File: src/rtl/core/dcp_pkg.sv
`default_nettype none
package dcp_pkg;

	// field widths
	localparam int COORD_W  = 32;
	localparam int IDX_W    = 12;
	localparam int REST_W   = 31;
	localparam int WEIGHT_W = 17;
	localparam int WEIGHT_FRAC = 16;
	localparam int ENTRY_W  = 3 * COORD_W;

	// shared multiplier operand width, covers a 33-bit signed offset
	localparam int MUL_W = 34;
	localparam int PROD_W = 2 * MUL_W;

	// square root of the squared length fits in this many bits
	localparam int ROOT_W = 34;
	localparam int SQ_W   = 66;

	// parameter defaults
	localparam int PARTICLES_DEF     = 4096;
	localparam int FRACTION_BITS_DEF = 16;

	// opcodes
	localparam logic [1:0] OP_WRITE = 2'd0;
	localparam logic [1:0] OP_SOLVE = 2'd1;
	localparam logic [1:0] OP_READ  = 2'd2;

endpackage
`default_nettype wire

File: src/rtl/core/dcp_mul.sv
`default_nettype none
module dcp_mul import dcp_pkg::*; (
	input  wire logic                     clk,
	input  wire logic signed [MUL_W-1:0]  a,
	input  wire logic signed [MUL_W-1:0]  b,
	output logic signed      [PROD_W-1:0] prod_s1
);

	// shared signed multiplier, product registered
	always_ff @(posedge clk) begin
		prod_s1 <= a * b;
	end

endmodule
`default_nettype wire
File: config.mk
export PLATFORM = sky130hd
export DESIGN_NAME = dcp_mul
export DESIGN_NICKNAME = d
export VERILOG_FILES = /design/src/rtl/core/dcp_pkg.sv /design/src/rtl/core/dcp_mul.sv
export SDC_FILE = /design/constraint.sdc
export NUM_CORES = 2
export LEC_CHECK = 0
export BUFFER_PORTS_ARGS = -buffer_cell sky130_fd_sc_hd__buf_2
export CAP_MARGIN = 10
export CORE_UTILIZATION = 55
export CTS_CLUSTER_DIAMETER = 30
export DETAILED_ROUTE_END_ITERATION = 6
export MAX_ROUTING_LAYER = met4
export PLACE_DENSITY_LB_ADDON = 0.25
export SETUP_SLACK_MARGIN = 0.3
export SLEW_MARGIN = 10
export SYNTH_ARGS = -nofsm -noshare
export SYNTH_HDL_FRONTEND = slang
export SYNTH_SLANG_ARGS = --single-unit
export TNS_END_PERCENT = 1
File: constraint.sdc
create_clock -name clk -period 16.1 [get_ports clk]
set_input_delay 1.61 -clock clk [delete_from_list [all_inputs] [get_ports clk]]
set_output_delay 1.61 -clock clk [all_outputs]
set_load 0.005 [all_outputs]
# Yosys cells after proc, flatten, opt, wreduce, memory -nomap -nowiden
# Cells that the tools add are included.
dict set report totals {
  register_bits 68
  input_bits 69
  out_inout_bits 68
  word_cells 2
}
dict set report classes {
  mul 1
}
# operator n
set ops {}
lappend ops {{34-bit by 34-bit multiplier with 68-bit output} 1}

# Logic depth before layout (Yosys ltp)
dict set report depth {
  word_depth 1
  depth_mapped 31
  ltp_nobuf 29
}

# Least setup slack after synthesis
# No wires, ideal clock.
dict set report synth_path {
  path_kind {input port to flip-flop}
  from {in a[33]}
  to {reg prod_s1[65]}
  setup_ns 0.072
  t_arrival_ns 9.028
  required_time_ns 16.028
  slack_ns 7.000
  stages 24
  path_buffers 2
  cell_sequence {clkbuf_1 -> nand2_1 -> inv_1 -> fa_1 -> fa_1 -> fa_1 -> fa_1 -> inv_1 -> fa_1 -> fa_1 -> fa_1 -> fa_1 -> inv_1 -> ha_1 -> clkdlybuf4s50_2 -> nand3_1 -> or2_2 -> nor2_1 -> a221oi_1 -> o21ai_0 -> a31oi_2 -> nor2_2 -> o41ai_2 -> xnor2_1}
}
dict set report synth_via {
  elab_chain_len 1
}
# item line
set synth_lines {}
lappend synth_lines {{from (decl)} dcp_mul.sv:4} ;# input wire logic signed [MUL_W-1:0] a,
lappend synth_lines {{34-bit by 34-bit multiplier with 68-bit output} dcp_mul.sv:11} ;# prod_s1 <= a * b;
lappend synth_lines {{to (signal assigned)} dcp_mul.sv:11}
lappend synth_lines {{to (decl)} dcp_mul.sv:6} ;# output logic signed [PROD_W-1:0] prod_s1
# Every way passes these cells.

# Worst setup path in the final report
dict set report layout_path {
  from {in b[8]}
  to {reg prod_s1[66]}
}
dict set report layout_via {
  elab_chain_len 1
}
# item line
set layout_lines {}
lappend layout_lines {{from (decl)} dcp_mul.sv:5} ;# input wire logic signed [MUL_W-1:0] b,
lappend layout_lines {{34-bit by 34-bit multiplier with 68-bit output} dcp_mul.sv:11}
# Every way passes these cells.

==> metrics <==
outcome completed; P&R area growth vs syn 3.77%; dpl hpwl 87400 um; max_slew headroom 26.1%; Max Slew Vio Count 0; Pre-Repair DR Iteration Count 6; I/O Pins 137; Hold-fix buffers, CTS 0; post-cts resize count 0; Gate Count Post-Synth around 4600; Row Count 102; global-route wire length before repair 189000 um; Max Buffers Root-to-Sink 2; Unique masters post-synth 69; syn_nets 6068; Post-route DRC 0; largest net degree at the start of global routing 35; Final setup viols 0; GRT Overall Usage around 33%; total congestion overflow 0; Achievable Freq 0.103 GHz; Root Driver clkbuf_16; IO buf count between 100 and 150; post-synthesis sequential area ratio 3.16%; core area between 70000 and 80000 um2; H-tree depth 3; max reg flops 68; Starting Density 55.5%; crit start category primary input; Final min period between 9000 and 10000 ps; Post-synth ARST share 0%; Synth area leaders fa_1 58%, inv_1 11%, and2_1 9.0%, ha_1 5.9%, nand2_1 4.7%; final WL 115000 um; RSZ-0062 raised after global routing false; # diodes 0; hold endpoint prod_s1[0]; Final nets between 6000 and 7000; EDFF count, synth 0; Final period util 60.1%; HP Start b[0]; Biggest register prod_s1; CTS Sinks 68; layout cell share with drive strength beyond 1 4.77%; CP Class in -> reg; TritonCTS Buffers 9; Synth Flop Type dfxtp_1; final hold vios 0; synth warn 0; initial antenna violation count 2; Post-synth top cells 1241 x fa_1, 1231 x inv_1, 621 x and2_1, 542 x nand2_1, 214 x clkbuf_1; initial drt markers 1948; vias per cell 5.41; CP required 16390 ps; Die W 282 um; max_cap viols 0; worst hold stages 2; Setup Buffers After CTS 0; Yosys top cell by area fa_1; post-synth top area share roughly 58%; number of global-route vias before repair 33030; Crit Path Max Fanout 34; count leader, synth fa_1; worst-margin pin slew 1110 ps; via count 30016; CTS tree done; top flop regs prod_s1 x68; Total Neg Setup Slack 0 ps; Final ANT Viol Nets 0; Worst Path Arrival approximately 10000 ps; die height 282 um; clk slew on worst S/H paths 70 ps; Critical Path Sink Type flip-flop; GP Congestion 0.968; Die Area between 70000 and 80000 um2; Routed wire per std cell 20.8 um; synthesis-stage register bit count 68; Avg Synthesized Cell Area 9.45 um2; hold crit path type in -> reg; area of the mapped netlist between 40000 and 50000 um2
-- cell families after synthesis --
| group | after synthesis | synth area share, % |
|---|---|---|
| flops | 68 | 3.16 |
| fa+ha+maj | 1445 | 63.7 |
| xor+xnor | 79 | 1.61 |
| simple gates | 1296 | 15.4 |
| compound gates | 206 | 3.35 |
| buf+inv | 1460 | 12.8 |
-- metal layers --
| metal | vias to the layer above | part of all wire (%) | global-route usage (%) |
|---|---|---|---|
| li1 | 12681 | - | - |
| met1 | 15893 | 41 | 43.1 |
| met2 | 1175 | 48 | 51.4 |
| met3 | 267 | 7.1 | 5.29 |
| met4 | 0 | 3.8 | 11.3 |
| met5 | - | 0 | - |
-- worst max path at each step --
stage | start | to | depth (start not counted)
finish | b[8] | prod_s1[66] | 23
global route | a[33] | prod_s1[66] | 22
CTS | a[33] | prod_s1[66] | 21
detailed placement | a[33] | prod_s1[66] | 21
global placement | a[33] | prod_s1[66] | 21
floorplan | a[33] | prod_s1[65] | 24
-- area by class of cell --
| type | instances | area [um2] |
|---|---|---|
| Timing Repair Buffer | 167 | 913 |
| Clock buffer | 9 | 225 |
| Multi-Input combinational cell | 3026 | 36100 |
| Clock inverter | 7 | 83.8 |
| Inverter | 1232 | 4620 |
| Sequential cell | 68 | 1360 |
| Fill cell | 6947 | 32800 |
| Tap cell | 1040 | 1300 |
-- worst max-delay path, cell delays in order --
cell      delay, ps
buf_2           770
nand2_1         210
inv_1           140
fa_1            410
inv_1           230
fa_1            530
inv_1           160
fa_1            470
fa_1           1200
fa_1            580
fa_1            510
fa_1            510
inv_1            60
fa_1            480
inv_1            40
ha_1            380
and2_1          250
nand2_1         100
o41ai_1         550
a31oi_4          90
o31ai_4         370
a221oi_2        110
xnor2_1         130
-- per-stage QoR --
step	hold WS [ps]	setup slack [ps]	std cells	area (um2)	utilization, %
final	1860	6420	5549	44700	57.6
after CTS	1840	6450	5549	44700	57.6
after detailed placement	1980	6030	5533	44300	57.2
after floorplan	1740	7000	4554	43000	-
after global placement	1990	6180	5533	44300	57.2
after global routing	1880	5950	5549	44700	57.6
-- placed cells by master, fill, tap and decap left out, types with 4 or more instances in the layout --
| cell | netlist | final |
|---|---|---|
| a211oi_1 | 6 | 6 |
| o21ai_1 | 7 | 7 |
| nor3_1 | 5 | 5 |
| o21ai_0 | 31 | 31 |
| nor2b_1 | 9 | 9 |
| a21o_1 | 37 | 37 |
| inv_1 | 1231 | 1231 |
| and2_1 | 621 | 621 |
| a21oi_1 | 61 | 61 |
| nand4_1 | 11 | 11 |
| clkbuf_16 | 0 | 9 |
| nand3_1 | 11 | 11 |
| buf_4 | 4 | 31 |
| buf_2 | 2 | 136 |
| nor2_1 | 54 | 54 |
| xor2_1 | 23 | 23 |
| fa_1 | 1241 | 1241 |
| or2_2 | 4 | 4 |
| a31oi_1 | 7 | 7 |
| o21bai_1 | 12 | 12 |
| nand2_1 | 542 | 542 |
| dfxtp_1 | 68 | 68 |
| nand2b_1 | 20 | 20 |
| and3_1 | 5 | 5 |
| xnor2_1 | 56 | 56 |
| o21a_1 | 4 | 4 |
| ha_1 | 204 | 204 |
Power is left out: the tool's default activity adds up to more than one toggle a clock period on the data nets, which glitch-free logic cannot reach.
